`config.mk`:
```
export PLATFORM = sky130hd
export DESIGN_NAME = memory_pattern_test_sequencer_flat
export DESIGN_NICKNAME = d
export VERILOG_FILES = /design/src/rtl/core/mpts_pkg.sv /design/src/rtl/core/mpts_if.sv /design/src/rtl/core/mpts_cfg_regs.sv /design/src/rtl/core/mpts_pattern_gen.sv /design/src/rtl/core/mpts_engine.sv /design/src/rtl/core/mpts_out_stage.sv /design/src/rtl/core/memory_pattern_test_sequencer.sv /design/src/flat_wrapper.sv
export VERILOG_INCLUDE_DIRS = /design/src /design/src/rtl/core
export SDC_FILE = /design/constraint.sdc
export NUM_CORES = 1
export LEC_CHECK = 0
export ABC_CLOCK_PERIOD_IN_PS = 10900
export BUFFER_PORTS_ARGS = -buffer_cell sky130_fd_sc_hd__buf_2
export CAP_MARGIN = 40
export CELL_PAD_IN_SITES_DETAIL_PLACEMENT = 0
export CELL_PAD_IN_SITES_GLOBAL_PLACEMENT = 1
export CORE_MARGIN = 2
export CORE_UTILIZATION = 31
export CTS_CLUSTER_DIAMETER = 120
export DETAILED_ROUTE_END_ITERATION = 8
export PLACE_DENSITY = 0.59
export SLEW_MARGIN = 10
export SYNTH_ARGS = -nofsm -noshare
export SYNTH_HDL_FRONTEND = slang
export SYNTH_SLANG_ARGS = --single-unit
```
`constraint.sdc`:
```
create_clock -name clk_i -period 10.9 [get_ports clk_i]
set_input_delay 2.18 -clock clk_i [delete_from_list [all_inputs] [get_ports clk_i]]
set_output_delay 2.18 -clock clk_i [all_outputs]
set_load 0.02 [all_outputs]
```
`src/rtl/core/assert_macros.svh`:
```
// Assertion macros shared by the sequencer RTL.
// Define NO_ASSERTIONS to compile every check away.
`ifndef ASSERT_MACROS_SVH
`define ASSERT_MACROS_SVH
`ifndef NO_ASSERTIONS
// Clocked check that is switched off while reset is asserted.
`define MPTS_ASSERT(label, clk, rst_n, prop, msg) \
  label: assert property (@(posedge clk) disable iff (!rst_n) prop) else $error(msg);
// Clocked check that must also hold while reset is asserted.
`define MPTS_ASSERT_NORST(label, clk, prop, msg) \
  label: assert property (@(posedge clk) prop) else $error(msg);
`else
`define MPTS_ASSERT(label, clk, rst_n, prop, msg)
`define MPTS_ASSERT_NORST(label, clk, prop, msg)
`endif
`endif

```
`src/rtl/core/mpts_pkg.sv`:
```
package mpts_pkg;

  // Memory geometry.
  localparam int ADDR_BITS  = 20;
  localparam int DATA_BITS  = 32;
  localparam int END_BITS   = ADDR_BITS + 1;
  localparam int BIT_W      = $clog2(DATA_BITS);
  localparam int PASS_W     = 6;

  // Configuration port geometry.
  localparam int CFG_IDX_W  = 2;
  localparam int CFG_DATA_W = END_BITS;

  // Pass counts of the two phases.
  localparam logic [PASS_W-1:0] UNIFORM_PASSES    = PASS_W'(DATA_BITS);
  localparam logic [PASS_W-1:0] WALK_ONES_PASSES  = PASS_W'(DATA_BITS + 1);
  localparam logic [PASS_W-1:0] ROTATING_PASSES   = PASS_W'(DATA_BITS);

  // Request mode codes.
  localparam logic MODE_START = 1'b0;
  localparam logic MODE_STEP  = 1'b1;

  typedef enum logic [CFG_IDX_W-1:0] {
    CFG_FIRST_WORD   = 2'd0,
    CFG_END_WORD     = 2'd1,
    CFG_PATTERN_KIND = 2'd2
  } cfg_idx_e;

  typedef enum logic [1:0] {
    PAT_WALK_ONES    = 2'd0,
    PAT_WALK_ZEROS   = 2'd1,
    PAT_STREAM_ONES  = 2'd2,
    PAT_STREAM_ZEROS = 2'd3
  } pattern_e;

  typedef enum logic [1:0] {
    ACC_NONE  = 2'd0,
    ACC_WRITE = 2'd1,
    ACC_READ  = 2'd2,
    ACC_DONE  = 2'd3
  } access_e;

  typedef enum logic [2:0] {
    ST_IDLE     = 3'd0,
    ST_P1_WRITE = 3'd1,
    ST_P1_READ  = 3'd2,
    ST_P2_WRITE = 3'd3,
    ST_P2_READ  = 3'd4,
    ST_DONE     = 3'd5,
    ST_REFUSED  = 3'd6
  } stage_e;

  // Configuration register contents.
  typedef struct packed {
    logic [ADDR_BITS-1:0] first_word;
    logic [END_BITS-1:0]  end_word;
    pattern_e             pattern_kind;
  } cfg_t;

  // One result item.
  typedef struct packed {
    access_e              access_kind;
    logic [ADDR_BITS-1:0] access_word;
    logic [DATA_BITS-1:0] write_word;
    logic                 mismatch;
    logic                 fail_seen;
    logic [ADDR_BITS-1:0] last_fail_word;
    logic                 bad_range;
  } rsp_t;

endpackage

```
`src/rtl/core/mpts_if.sv`:
```
// Request channel: one step command and the read data of the previous read.
interface mpts_req_if import mpts_pkg::*; ();
  logic                 valid;
  logic                 ready;
  logic                 mode;
  logic [DATA_BITS-1:0] read_data;

  modport source (output valid, output mode, output read_data, input ready);
  modport sink   (input valid, input mode, input read_data, output ready);
endinterface

// Result channel: the memory access for this step and the test status.
interface mpts_rsp_if import mpts_pkg::*; ();
  logic                 valid;
  logic                 ready;
  logic [1:0]           access_kind;
  logic [ADDR_BITS-1:0] access_word;
  logic [DATA_BITS-1:0] write_word;
  logic                 mismatch;
  logic                 fail_seen;
  logic [ADDR_BITS-1:0] last_fail_word;
  logic                 bad_range;

  modport source (output valid, output access_kind, output access_word, output write_word,
                  output mismatch, output fail_seen, output last_fail_word,
                  output bad_range, input ready);
  modport sink   (input valid, input access_kind, input access_word, input write_word,
                  input mismatch, input fail_seen, input last_fail_word,
                  input bad_range, output ready);
endinterface

```
`src/rtl/core/mpts_cfg_regs.sv`:
```
module mpts_cfg_regs import mpts_pkg::*; (
  input  logic                  clk_i,
  input  logic                  rst_ni,
  input  logic                  cfg_we_i,
  input  logic [CFG_IDX_W-1:0]  cfg_idx_i,
  input  logic [CFG_DATA_W-1:0] cfg_wdata_i,
  output cfg_t                  cfg_o
);

  cfg_t cfg_q;

  // Register write decode; writes to unused indexes are dropped.
  always_ff @(posedge clk_i or negedge rst_ni) begin
    if (!rst_ni) begin
      cfg_q.first_word   <= '0;
      cfg_q.end_word     <= '0;
      cfg_q.pattern_kind <= PAT_WALK_ONES;
    end else if (cfg_we_i) begin
      unique case (cfg_idx_e'(cfg_idx_i))
        CFG_FIRST_WORD:   cfg_q.first_word   <= cfg_wdata_i[ADDR_BITS-1:0];
        CFG_END_WORD:     cfg_q.end_word     <= cfg_wdata_i;
        CFG_PATTERN_KIND: cfg_q.pattern_kind <= pattern_e'(cfg_wdata_i[1:0]);
        default: begin
        end
      endcase
    end
  end

  assign cfg_o = cfg_q;

endmodule

```
`src/rtl/core/mpts_pattern_gen.sv`:
```
module mpts_pattern_gen import mpts_pkg::*; (
  input  logic [BIT_W-1:0]     bit_idx_i,
  input  pattern_e             kind_i,
  output logic [DATA_BITS-1:0] pattern_o
);

  logic [DATA_BITS-1:0] one_hot;
  logic [DATA_BITS-1:0] low_fill;

  // Single bit at the index, and every bit from zero up to the index.
  always_comb begin
    for (int i = 0; i < DATA_BITS; i++) begin
      one_hot[i]  = (BIT_W'(i) == bit_idx_i);
      low_fill[i] = (BIT_W'(i) <= bit_idx_i);
    end
  end

  // Shape the word for the selected pattern kind.
  always_comb begin
    case (kind_i)
      PAT_WALK_ONES:   pattern_o = one_hot;
      PAT_WALK_ZEROS:  pattern_o = ~one_hot;
      PAT_STREAM_ONES: pattern_o = low_fill;
      default:         pattern_o = ~low_fill;
    endcase
  end

endmodule

```
`src/rtl/core/mpts_engine.sv`:
```
`include "assert_macros.svh"

module mpts_engine import mpts_pkg::*; (
  input  logic                 clk_i,
  input  logic                 rst_ni,
  input  logic                 step_i,
  input  logic                 mode_i,
  input  logic [DATA_BITS-1:0] read_data_i,
  input  cfg_t                 cfg_i,
  input  logic [DATA_BITS-1:0] pattern_i,
  output logic [BIT_W-1:0]     bit_idx_o,
  output rsp_t                 rsp_o
);

  stage_e               stage_q, stage_d;
  logic [PASS_W-1:0]    pass_q, pass_d;
  logic [ADDR_BITS-1:0] cursor_q, cursor_d;
  logic                 rd_pend_q, rd_pend_d;
  logic [DATA_BITS-1:0] expect_q, expect_d;
  logic                 fail_q, fail_d;
  logic [ADDR_BITS-1:0] fail_word_q, fail_word_d;
  logic [ADDR_BITS-1:0] pend_word_q, pend_word_d;

  logic                 phase_two;
  logic                 last_word;
  logic                 mis;
  logic [BIT_W-1:0]     word_ofs;
  logic [ADDR_BITS-1:0] cursor_inc;
  logic [PASS_W-1:0]    pass_inc;
  logic [PASS_W-1:0]    rot_passes;

  // Datapath terms shared by the next-state and output logic.
  assign phase_two  = (stage_q == ST_P2_WRITE) || (stage_q == ST_P2_READ);
  assign word_ofs   = phase_two ? (BIT_W'(cursor_q) - BIT_W'(cfg_i.first_word)) : '0;
  assign bit_idx_o  = pass_q[BIT_W-1:0] + word_ofs;
  assign last_word  = ({1'b0, cursor_q} + END_BITS'(1)) >= cfg_i.end_word;
  assign cursor_inc = cursor_q + ADDR_BITS'(1);
  assign pass_inc   = pass_q + PASS_W'(1);
  assign rot_passes = (cfg_i.pattern_kind == PAT_WALK_ONES) ? WALK_ONES_PASSES
                                                            : ROTATING_PASSES;
  assign mis        = (mode_i == MODE_STEP) && rd_pend_q && (read_data_i != expect_q);

  // Next state of the sequencer for one accepted request.
  always_comb begin
    stage_d     = stage_q;
    pass_d      = pass_q;
    cursor_d    = cursor_q;
    rd_pend_d   = rd_pend_q;
    expect_d    = expect_q;
    fail_d      = fail_q;
    fail_word_d = fail_word_q;
    pend_word_d = pend_word_q;
    if (step_i) begin
      if (mode_i == MODE_START) begin
        pass_d      = '0;
        cursor_d    = cfg_i.first_word;
        rd_pend_d   = 1'b0;
        expect_d    = '0;
        fail_d      = 1'b0;
        fail_word_d = '0;
        pend_word_d = '0;
        if ({1'b0, cfg_i.first_word} > cfg_i.end_word) begin
          stage_d = ST_REFUSED;
        end else if ({1'b0, cfg_i.first_word} == cfg_i.end_word) begin
          stage_d = ST_DONE;
        end else begin
          stage_d = ST_P1_WRITE;
        end
      end else begin
        // Check the read issued in the previous step.
        if (rd_pend_q) begin
          rd_pend_d = 1'b0;
          if (mis) begin
            fail_d      = 1'b1;
            fail_word_d = pend_word_q;
          end
        end
        unique case (stage_q)
          ST_P1_WRITE, ST_P2_WRITE: begin
            if (last_word) begin
              cursor_d = cfg_i.first_word;
              stage_d  = phase_two ? ST_P2_READ : ST_P1_READ;
            end else begin
              cursor_d = cursor_inc;
            end
          end
          ST_P1_READ, ST_P2_READ: begin
            rd_pend_d   = 1'b1;
            expect_d    = pattern_i;
            pend_word_d = cursor_q;
            if (last_word) begin
              cursor_d = cfg_i.first_word;
              if (!phase_two) begin
                if (pass_inc >= UNIFORM_PASSES) begin
                  pass_d  = '0;
                  stage_d = ST_P2_WRITE;
                end else begin
                  pass_d  = pass_inc;
                  stage_d = ST_P1_WRITE;
                end
              end else if (pass_inc >= rot_passes) begin
                pass_d  = '0;
                stage_d = ST_DONE;
              end else begin
                pass_d  = pass_inc;
                stage_d = ST_P2_WRITE;
              end
            end else begin
              cursor_d = cursor_inc;
            end
          end
          default: begin
          end
        endcase
      end
    end
  end

  // Result item of this request.
  always_comb begin
    rsp_o             = '0;
    rsp_o.access_kind = ACC_NONE;
    if (mode_i == MODE_STEP) begin
      unique case (stage_q)
        ST_P1_WRITE, ST_P2_WRITE: begin
          rsp_o.access_kind = ACC_WRITE;
          rsp_o.access_word = cursor_q;
          rsp_o.write_word  = pattern_i;
        end
        ST_P1_READ, ST_P2_READ: begin
          rsp_o.access_kind = ACC_READ;
          rsp_o.access_word = cursor_q;
        end
        ST_DONE: begin
          rsp_o.access_kind = ACC_DONE;
        end
        default: begin
        end
      endcase
    end
    rsp_o.mismatch       = mis;
    rsp_o.fail_seen      = fail_d;
    rsp_o.last_fail_word = fail_word_d;
    rsp_o.bad_range      = (stage_d == ST_REFUSED);
  end

  // Sequencer state.
  always_ff @(posedge clk_i or negedge rst_ni) begin
    if (!rst_ni) begin
      stage_q     <= ST_IDLE;
      pass_q      <= '0;
      cursor_q    <= '0;
      rd_pend_q   <= 1'b0;
      expect_q    <= '0;
      fail_q      <= 1'b0;
      fail_word_q <= '0;
      pend_word_q <= '0;
    end else begin
      stage_q     <= stage_d;
      pass_q      <= pass_d;
      cursor_q    <= cursor_d;
      rd_pend_q   <= rd_pend_d;
      expect_q    <= expect_d;
      fail_q      <= fail_d;
      fail_word_q <= fail_word_d;
      pend_word_q <= pend_word_d;
    end
  end

  // The pass counter never runs past the longest rotating phase.
  `MPTS_ASSERT(a_pass_bound, clk_i, rst_ni, pass_q <= WALK_ONES_PASSES, "pass count out of range")
  // The sequencer sits idle while reset is held.
  `MPTS_ASSERT_NORST(a_reset_idle, clk_i, !rst_ni |=> stage_q == ST_IDLE, "left idle in reset")
  // Uniform passes are counted below the phase one limit.
  `MPTS_ASSERT(a_p1_pass, clk_i, rst_ni, (stage_q == ST_P1_WRITE || stage_q == ST_P1_READ) |-> pass_q < UNIFORM_PASSES, "phase one pass overflow")
  // A read check is armed only by an accepted step request.
  `MPTS_ASSERT(a_pend_src, clk_i, rst_ni, $rose(rd_pend_q) |-> $past(step_i && mode_i), "read pending without step")

endmodule

```
`src/rtl/core/mpts_out_stage.sv`:
```
`include "assert_macros.svh"

module mpts_out_stage import mpts_pkg::*; (
  input  logic clk_i,
  input  logic rst_ni,
  input  logic load_i,
  input  rsp_t rsp_i,
  input  logic out_ready_i,
  output logic in_ready_o,
  output logic out_valid_o,
  output rsp_t rsp_o
);

  logic valid_q, valid_d;
  rsp_t rsp_q;

  // A new request is taken whenever the held result leaves or none is held.
  assign in_ready_o = !valid_q || out_ready_i;

  always_comb begin
    valid_d = valid_q;
    if (load_i) begin
      valid_d = 1'b1;
    end else if (out_ready_i) begin
      valid_d = 1'b0;
    end
  end

  always_ff @(posedge clk_i or negedge rst_ni) begin
    if (!rst_ni) begin
      valid_q <= 1'b0;
    end else begin
      valid_q <= valid_d;
    end
  end

  // Result payload register.
  always_ff @(posedge clk_i) begin
    if (load_i) begin
      rsp_q <= rsp_i;
    end
  end

  assign out_valid_o = valid_q;
  assign rsp_o       = rsp_q;

  // Every accepted request shows its result in the next cycle.
  `MPTS_ASSERT(a_load_shows, clk_i, rst_ni, load_i |=> valid_q, "accepted request left no result")

endmodule

```
`src/rtl/core/memory_pattern_test_sequencer.sv`:
```
// Memory self-test sequencer for walking and streaming ones/zeros patterns.
// Each request is one memory access slot: mode 0 starts a run over the
// configured word range, mode 1 returns the access to issue (write, read,
// none or finished) together with the check of the data read back for the
// read issued in the previous result. One request is accepted every cycle,
// and its result sits in the output register in the next cycle; the sequencer
// state updates in that same cycle, so a request is only held off while the
// output register holds a result that has not been taken. No clearing pass is
// needed after reset. Configuration writes are to be made between runs by the user; the block does not enforce this.
module memory_pattern_test_sequencer import mpts_pkg::*; (
  input  logic                  clk_i,
  input  logic                  rst_ni,
  input  logic                  cfg_we_i,
  input  logic [CFG_IDX_W-1:0]  cfg_idx_i,
  input  logic [CFG_DATA_W-1:0] cfg_wdata_i,
  mpts_req_if.sink              req_i,
  mpts_rsp_if.source            rsp_o
);

  cfg_t                 cfg;
  logic                 step;
  logic                 in_ready;
  logic [BIT_W-1:0]     bit_idx;
  logic [DATA_BITS-1:0] pattern;
  rsp_t                 rsp_next;
  rsp_t                 rsp_held;

  assign step        = req_i.valid && in_ready;
  assign req_i.ready = in_ready;

  mpts_cfg_regs u_cfg (
    .clk_i       (clk_i),
    .rst_ni      (rst_ni),
    .cfg_we_i    (cfg_we_i),
    .cfg_idx_i   (cfg_idx_i),
    .cfg_wdata_i (cfg_wdata_i),
    .cfg_o       (cfg)
  );

  mpts_pattern_gen u_pattern (
    .bit_idx_i (bit_idx),
    .kind_i    (cfg.pattern_kind),
    .pattern_o (pattern)
  );

  mpts_engine u_engine (
    .clk_i       (clk_i),
    .rst_ni      (rst_ni),
    .step_i      (step),
    .mode_i      (req_i.mode),
    .read_data_i (req_i.read_data),
    .cfg_i       (cfg),
    .pattern_i   (pattern),
    .bit_idx_o   (bit_idx),
    .rsp_o       (rsp_next)
  );

  mpts_out_stage u_out (
    .clk_i       (clk_i),
    .rst_ni      (rst_ni),
    .load_i      (step),
    .rsp_i       (rsp_next),
    .out_ready_i (rsp_o.ready),
    .in_ready_o  (in_ready),
    .out_valid_o (rsp_o.valid),
    .rsp_o       (rsp_held)
  );

  // Result fields onto the channel.
  assign rsp_o.access_kind    = rsp_held.access_kind;
  assign rsp_o.access_word    = rsp_held.access_word;
  assign rsp_o.write_word     = rsp_held.write_word;
  assign rsp_o.mismatch       = rsp_held.mismatch;
  assign rsp_o.fail_seen      = rsp_held.fail_seen;
  assign rsp_o.last_fail_word = rsp_held.last_fail_word;
  assign rsp_o.bad_range      = rsp_held.bad_range;

endmodule
```
`src/flat_wrapper.sv`:
```
// flat-port wrapper written by rule: the top's interface ports become plain ports
module memory_pattern_test_sequencer_flat import mpts_pkg::*;
  (clk_i, rst_ni, cfg_we_i, cfg_idx_i, cfg_wdata_i, req_i_valid, req_i_mode, req_i_read_data, req_i_ready, rsp_o_valid, rsp_o_access_kind, rsp_o_access_word, rsp_o_write_word, rsp_o_mismatch, rsp_o_fail_seen, rsp_o_last_fail_word, rsp_o_bad_range, rsp_o_ready);
  mpts_req_if req_i_i ();
  mpts_rsp_if rsp_o_i ();
  input  logic clk_i;
  input  logic rst_ni;
  input  logic cfg_we_i;
  input  logic [CFG_IDX_W-1:0] cfg_idx_i;
  input  logic [CFG_DATA_W-1:0] cfg_wdata_i;
  input wire logic [$bits(req_i_i.valid)-1:0] req_i_valid;
  input wire logic [$bits(req_i_i.mode)-1:0] req_i_mode;
  input wire logic [$bits(req_i_i.read_data)-1:0] req_i_read_data;
  output wire logic [$bits(req_i_i.ready)-1:0] req_i_ready;
  output wire logic [$bits(rsp_o_i.valid)-1:0] rsp_o_valid;
  output wire logic [$bits(rsp_o_i.access_kind)-1:0] rsp_o_access_kind;
  output wire logic [$bits(rsp_o_i.access_word)-1:0] rsp_o_access_word;
  output wire logic [$bits(rsp_o_i.write_word)-1:0] rsp_o_write_word;
  output wire logic [$bits(rsp_o_i.mismatch)-1:0] rsp_o_mismatch;
  output wire logic [$bits(rsp_o_i.fail_seen)-1:0] rsp_o_fail_seen;
  output wire logic [$bits(rsp_o_i.last_fail_word)-1:0] rsp_o_last_fail_word;
  output wire logic [$bits(rsp_o_i.bad_range)-1:0] rsp_o_bad_range;
  input wire logic [$bits(rsp_o_i.ready)-1:0] rsp_o_ready;
  assign req_i_i.valid = req_i_valid;
  assign req_i_i.mode = req_i_mode;
  assign req_i_i.read_data = req_i_read_data;
  assign req_i_ready = req_i_i.ready;
  assign rsp_o_valid = rsp_o_i.valid;
  assign rsp_o_access_kind = rsp_o_i.access_kind;
  assign rsp_o_access_word = rsp_o_i.access_word;
  assign rsp_o_write_word = rsp_o_i.write_word;
  assign rsp_o_mismatch = rsp_o_i.mismatch;
  assign rsp_o_fail_seen = rsp_o_i.fail_seen;
  assign rsp_o_last_fail_word = rsp_o_i.last_fail_word;
  assign rsp_o_bad_range = rsp_o_i.bad_range;
  assign rsp_o_i.ready = rsp_o_ready;
  memory_pattern_test_sequencer u_core (.clk_i(clk_i), .rst_ni(rst_ni), .cfg_we_i(cfg_we_i), .cfg_idx_i(cfg_idx_i), .cfg_wdata_i(cfg_wdata_i), .req_i(req_i_i), .rsp_o(rsp_o_i));
endmodule
```
**Word level (Yosys, flattened, before mapping)**

Index checks and enable logic that the tools add are counted.

- Add/subtract/negate cells: 5
- Equality and inequality tests: 46
- Multiplexer cells: 40
- Bitwise gates (word level): 2
- $lt $le $gt $ge: 36
- Reductions and logical operators: 21

Operators with widths:

| kind | number |
|---|---|
| $mux 20 | 9 |
| $pmux 32 s3 | 1 |
| $eq 5x5->1 const A | 16 |
| $le 5x5->1 const A | 16 |
| $mux 32 | 2 |
| $not 32->32 | 2 |
| $eq 4x5->1 const A | 8 |
| $le 4x5->1 const A | 8 |
| $mux 6 | 6 |
| $ne 32x32->1 | 1 |
| $mux 3 | 9 |
| $add 20x1->21 const B | 1 |
| $eq 20x21->1 | 1 |
| $ge 21x21->1 | 1 |
| $gt 20x21->1 | 1 |
| $add 20x1->20 const B | 1 |
| $eq 3x5->1 const A | 4 |
| $le 3x5->1 const A | 4 |
| $reduce_and 2->1 | 7 |
| $eq 2x5->1 const A | 2 |
| $le 1x5->1 const A | 2 |
| $le 2x5->1 const A | 2 |
| $eq 3x3->1 const B | 3 |
| $mux 1 | 9 |
| other kinds (25) | 34 |

- Output and inout bits: 79
- Register bits: 224
- Logic and storage cells: 169

**Longest topological paths before layout**

- Depth after elaboration: 10
- Mapped depth: 19
- Mapped depth without buffers: 16

**Cells and area by module**

Synthesis repeated with hierarchy kept, for this count alone.

- Cell total of the unflattened synthesis: 1031
- Area total of the unflattened synthesis: 11783.8 sq um

Modules (own cells, without submodules):

| module | cells each | area each (sq um) | times used |
|---|---|---|---|
| mpts_engine | 719 | 6809.0 | 1 |
| mpts_out_stage | 80 | 2359.8 | 1 |
| mpts_cfg_regs | 93 | 1655.3 | 1 |
| mpts_pattern_gen | 138 | 953.4 | 1 |
| memory_pattern_test_sequencer | 1 | 6.3 | 1 |

**Worst setup path before layout**

No wires, ideal clock.

- Path kind: input to register
- From: in rsp_o_ready
- To: reg u_core.u_engine.pend_word_q[10]
- Library setup time: 0.066 ns
- Slack: 5.264 ns
- Required time: 10.834 ns
- Cell stages on the path: 8
- Path buffers: 2
- Data arrival time: 5.570 ns
- Path through: nand2b_1 > nand2_1 > clkinv_1 > nand2_1 > clkbuf_1 > buf_1 > nand2_1 > nand2_1

- Longest elaborated chain between the ends: 3

RTL lines:

| item | line | RTL |
|---|---|---|
| from (decl) | flat_wrapper.sv:23 | `input wire logic [$bits(rsp_o_i.ready)-1:0] rsp_o_ready;` |
| $logic_or 1x1->1 | mpts_out_stage.sv:18 | `assign in_ready_o = !valid_q \|\| out_ready_i;` |
| $logic_and 1x1->1 | memory_pattern_test_sequencer.sv:28 | `assign step = req_i.valid && in_ready;` |
| via u_core.step | memory_pattern_test_sequencer.sv:21 | `logic step;` |
| $reduce_and 2->1 (no line) | -- |  |
| to (signal assigned) | mpts_engine.sv:166 | `pend_word_q <= pend_word_d;` |
| to (decl) | mpts_engine.sv:22 | `logic [ADDR_BITS-1:0] pend_word_q, pend_word_d;` |

The timed path passes the listed nets, and every way through them passes these cells.
A chain may end at the register's enable or synchronous reset.

==> reports/results.ini <==
[status]
status=finished, final reports clean

[route]
firstDrtPassIters=5
wl_per_cell_um=16.97
antenna_left=0
vias_per_cell=4.784
drt-initial-drc-count=485
post-route-drc-count=0
vias=8583
wl_um=30450

[logic_synthesis]
synth_edf_count=77
synth_top_family_by_area=simple AND/OR/NAND/NOR gates
syn-instance-count=1143
muxShareOfSynthArea_pct=4.531
postSynth.asyncResetShare_pct=65.63
synth_top_area_share_pct=31.49
synth_nets=1258
synthXorXnorAreaFrac_pct=7.199
syn_avg_cell_area_um2=10.22
synth_seq_cells=224
ys_top_cells_by_area=dfrtp_1 31%, edfxtp_1 20%, ha_1 5.6%
synth_ff_type=dfrtp_1
seq_area_frac_synth_pct=51.29
ys_warn_count=0
netlist_area_um2=11680
ys_types=66
synthSimpleGateAreaFrac_pct=14.90
synthAdderAreaFrac_pct=5.913
synth_compound_area_share_pct=12.51
synth.largest_area_cell=dfrtp_1

[clocking]
clkSlewWorstSetupHoldPaths_ns=0.06
numCtsBuffers=26
post_cts_buffers=0
cts_max_path_buffers=3
cts_tree=built
clock_latency_ns=0.55
ctsResizeCount=0
htree_levels=1
cts_hold_buf=0
ctsRootBufferMaster=clkbuf_16
cts.sinks=224

[timing]
setup_viol=0
worst_pin_slew_ns=0.8333
period_share_pct=43.91
min_period_ns=4.786
rsz0062_at_grt=false
skew_ns=0.02044
max-slew-margin-rel_pct=43.86
setup-tns-final_ns=0
hold_viol=0
slew_viol_final=0
timing.fmax_ghz=0.2089

[setup_path]
arrival_ns=5.09
cpPeakStageDelay_ns=0.66
start_kind=flip-flop
cp.buffers_inverters=0
slowest_stage=o21ai_0
cp_data_required_time_ns=11.21
critPathTopFamily=simple AND/OR/NAND/NOR gates
cp_max_fo=8
endpoint_kind=flip-flop
path_class=flip-flop to flip-flop
path_cells=ha_1, and3_1, and3_1, nand3_1, nor3_2, nand3_1, xnor2_1, ha_1, a21oi_1, nor2_1, a211oi_1, o21ai_0, or2_1, nand4b_1, a311o_1, and4b_1

[global_route]
grt_pass1_wl_um=49090
grt_pass1_vias=8613
grt_util_all_layers_pct=15.77
grt_antenna_before_repair=1
grt_overflow=0
grt_max_degree=81

[floorplanning]
coreArea_um2=37400
io_pins=140
chipWidth_um=198.1
fp.dieArea_um2=39250
initial_core_util_pct=31.23
fp.dieH_um=198.1
rows=71

[placed_design]
dp_hpwl_um=21790
routabilityCongestion=0.8242
port_buffers=139

[layout]
mostFrequentLayoutCells=147 x dfrtp_1, 144 x nand2_1, 138 x buf_2
drive_gt1_share_pct=20.03
postLayoutCoreUtil_pct=37.03
syn_to_final_growth_pct=18.57
antenna_cells=0
final_common_cell=dfrtp_1
fin_nets=1378

[power]
power_density_nw_per_um2=247.6
irDropWorstVdd_uv=125.1
power_leakage_uw=0.005952

[job]
maxCapViolations=0

[min_path]
min_path_type=flip-flop to flip-flop

kinds of logic after synthesis:
| logic type | after synthesis |
|---|---|
| buffers and inverters | 109 |
| XOR/XNOR | 93 |
| AO/OA/AOI/OAI | 240 |
| adder cells (fa/ha/maj) | 54 |
| AND/OR/NAND/NOR | 375 |
| multiplexers | 48 |
| flip-flops | 224 |
synth_stat cells, types with 4 or more instances:
| master | instances |
|---|---|
| or3_1 | 5 |
| nor2_1 | 91 |
| o211ai_1 | 4 |
| o21ai_0 | 84 |
| nor4_1 | 10 |
| edfxtp_1 | 77 |
| nor2b_1 | 6 |
| nand2b_1 | 7 |
| buf_1 | 4 |
| o31ai_1 | 25 |
| buf_2 | 8 |
| a22oi_1 | 23 |
| o22ai_1 | 4 |
| inv_1 | 40 |
| a21oi_1 | 62 |
| dfrtp_1 | 147 |
| and2_1 | 15 |
| nand3_1 | 33 |
| mux2i_1 | 9 |
| nand2_1 | 145 |
| a31oi_1 | 6 |
| a211oi_1 | 4 |
| a21o_1 | 5 |
| xor2_1 | 43 |
| nor3_1 | 22 |
| xnor2_1 | 48 |
| nand4_1 | 15 |
| clkbuf_1 | 54 |
| mux2_2 | 39 |
| and3_1 | 4 |
| ha_1 | 52 |
path summary, 6_finish.rpt:
kind | start | end | slack [ns] | cells past startpoint
worst max-delay path | u_core.u_engine.cursor_q[1]$_DFFE_PN0P_ | u_core.u_out.rsp_o[0]$_DFFE_PP_ | 6.11 | 16
worst max register to register | u_core.u_engine.cursor_q[1]$_DFFE_PN0P_ | u_core.u_out.rsp_o[0]$_DFFE_PP_ | 6.11 | 16
worst min register to register | u_core.u_engine.pend_word_q[2]$_DFFE_PN0P_ | u_core.u_engine.pend_word_q[2]$_DFFE_PN0P_ | 0.46 | 2
min in group asynchronous | rst_ni | u_core.u_cfg.cfg_o[39]$_DFFE_PN0P_ | 1.68 | 1
worst min-delay path | u_core.u_engine.pend_word_q[2]$_DFFE_PN0P_ | u_core.u_engine.pend_word_q[2]$_DFFE_PN0P_ | 0.46 | 2
max in group asynchronous | rst_ni | u_core.u_engine.expect_q[14]$_DFFE_PN0P_ | 8.05 | 3
routing by layer:
metal,GRT usage [%],part of all wire [%]
met4,3.397,1.6
met1,24.06,51
met3,2.487,5.0
met2,23.34,42
met5,0,0.053
worst min-delay path, cell delays in order (launching register included):
cell	delay (ns)
dfrtp_1	0.34
nand2_1	0.05
nand2_1	0.05
power breakdown:
| part | switching [uW] | internal (uW) |
|---|---|---|
| Combinational | 745 | 481 |
| Clock | 352 | 520 |
| Sequential | 207 | 1120 |
sequential cells by signal, indices dropped and copies added, names as in the netlist:
name and flops:
u_core.u_out.rsp_o 77, u_core.u_engine.stage_q 3, u_core.u_engine.fail_word_q 20, u_core.u_engine.pend_word_q 20
u_core.u_engine.pass_q 6, u_core.u_engine.expect_q 32, u_core.u_engine.cursor_q 20, u_core.u_cfg.cfg_o 43
u_core.u_engine.fail_q 1, u_core.u_engine.rd_pend_q 1, u_core.u_out.out_valid_o 1
metrics by stage:
stage | worst slack [ns] | power (uW) | hold slack [ns] | std cells | cell area, um^2
finish | 6.114 | 3429 | 0.4636 | 1794 | 13850
global route | 5.544 | 3699 | 0.4844 | 1794 | 13850
CTS | 6.076 | 3473 | 0.4706 | 1794 | 13850
detailed placement | 6.018 | 2581 | 0.4569 | 1746 | 12990
global placement | 6.088 | 2557 | 0.4513 | 1738 | 12860
floorplan | 5.264 | 2194 | 0.4396 | 1143 | 11680
layout make-up:
class                      instances  area [um^2]
fill                            3771        23550
sequential                       224         5991
multi-input combinational        810         5278
timing repair buffer             159        927.1
clock buffer                      38        745.7
tap                              511        639.4
inverter                          42        158.9
clock inverter                    10        110.1
No activity file was read; power rests on OpenSTA's default activity.
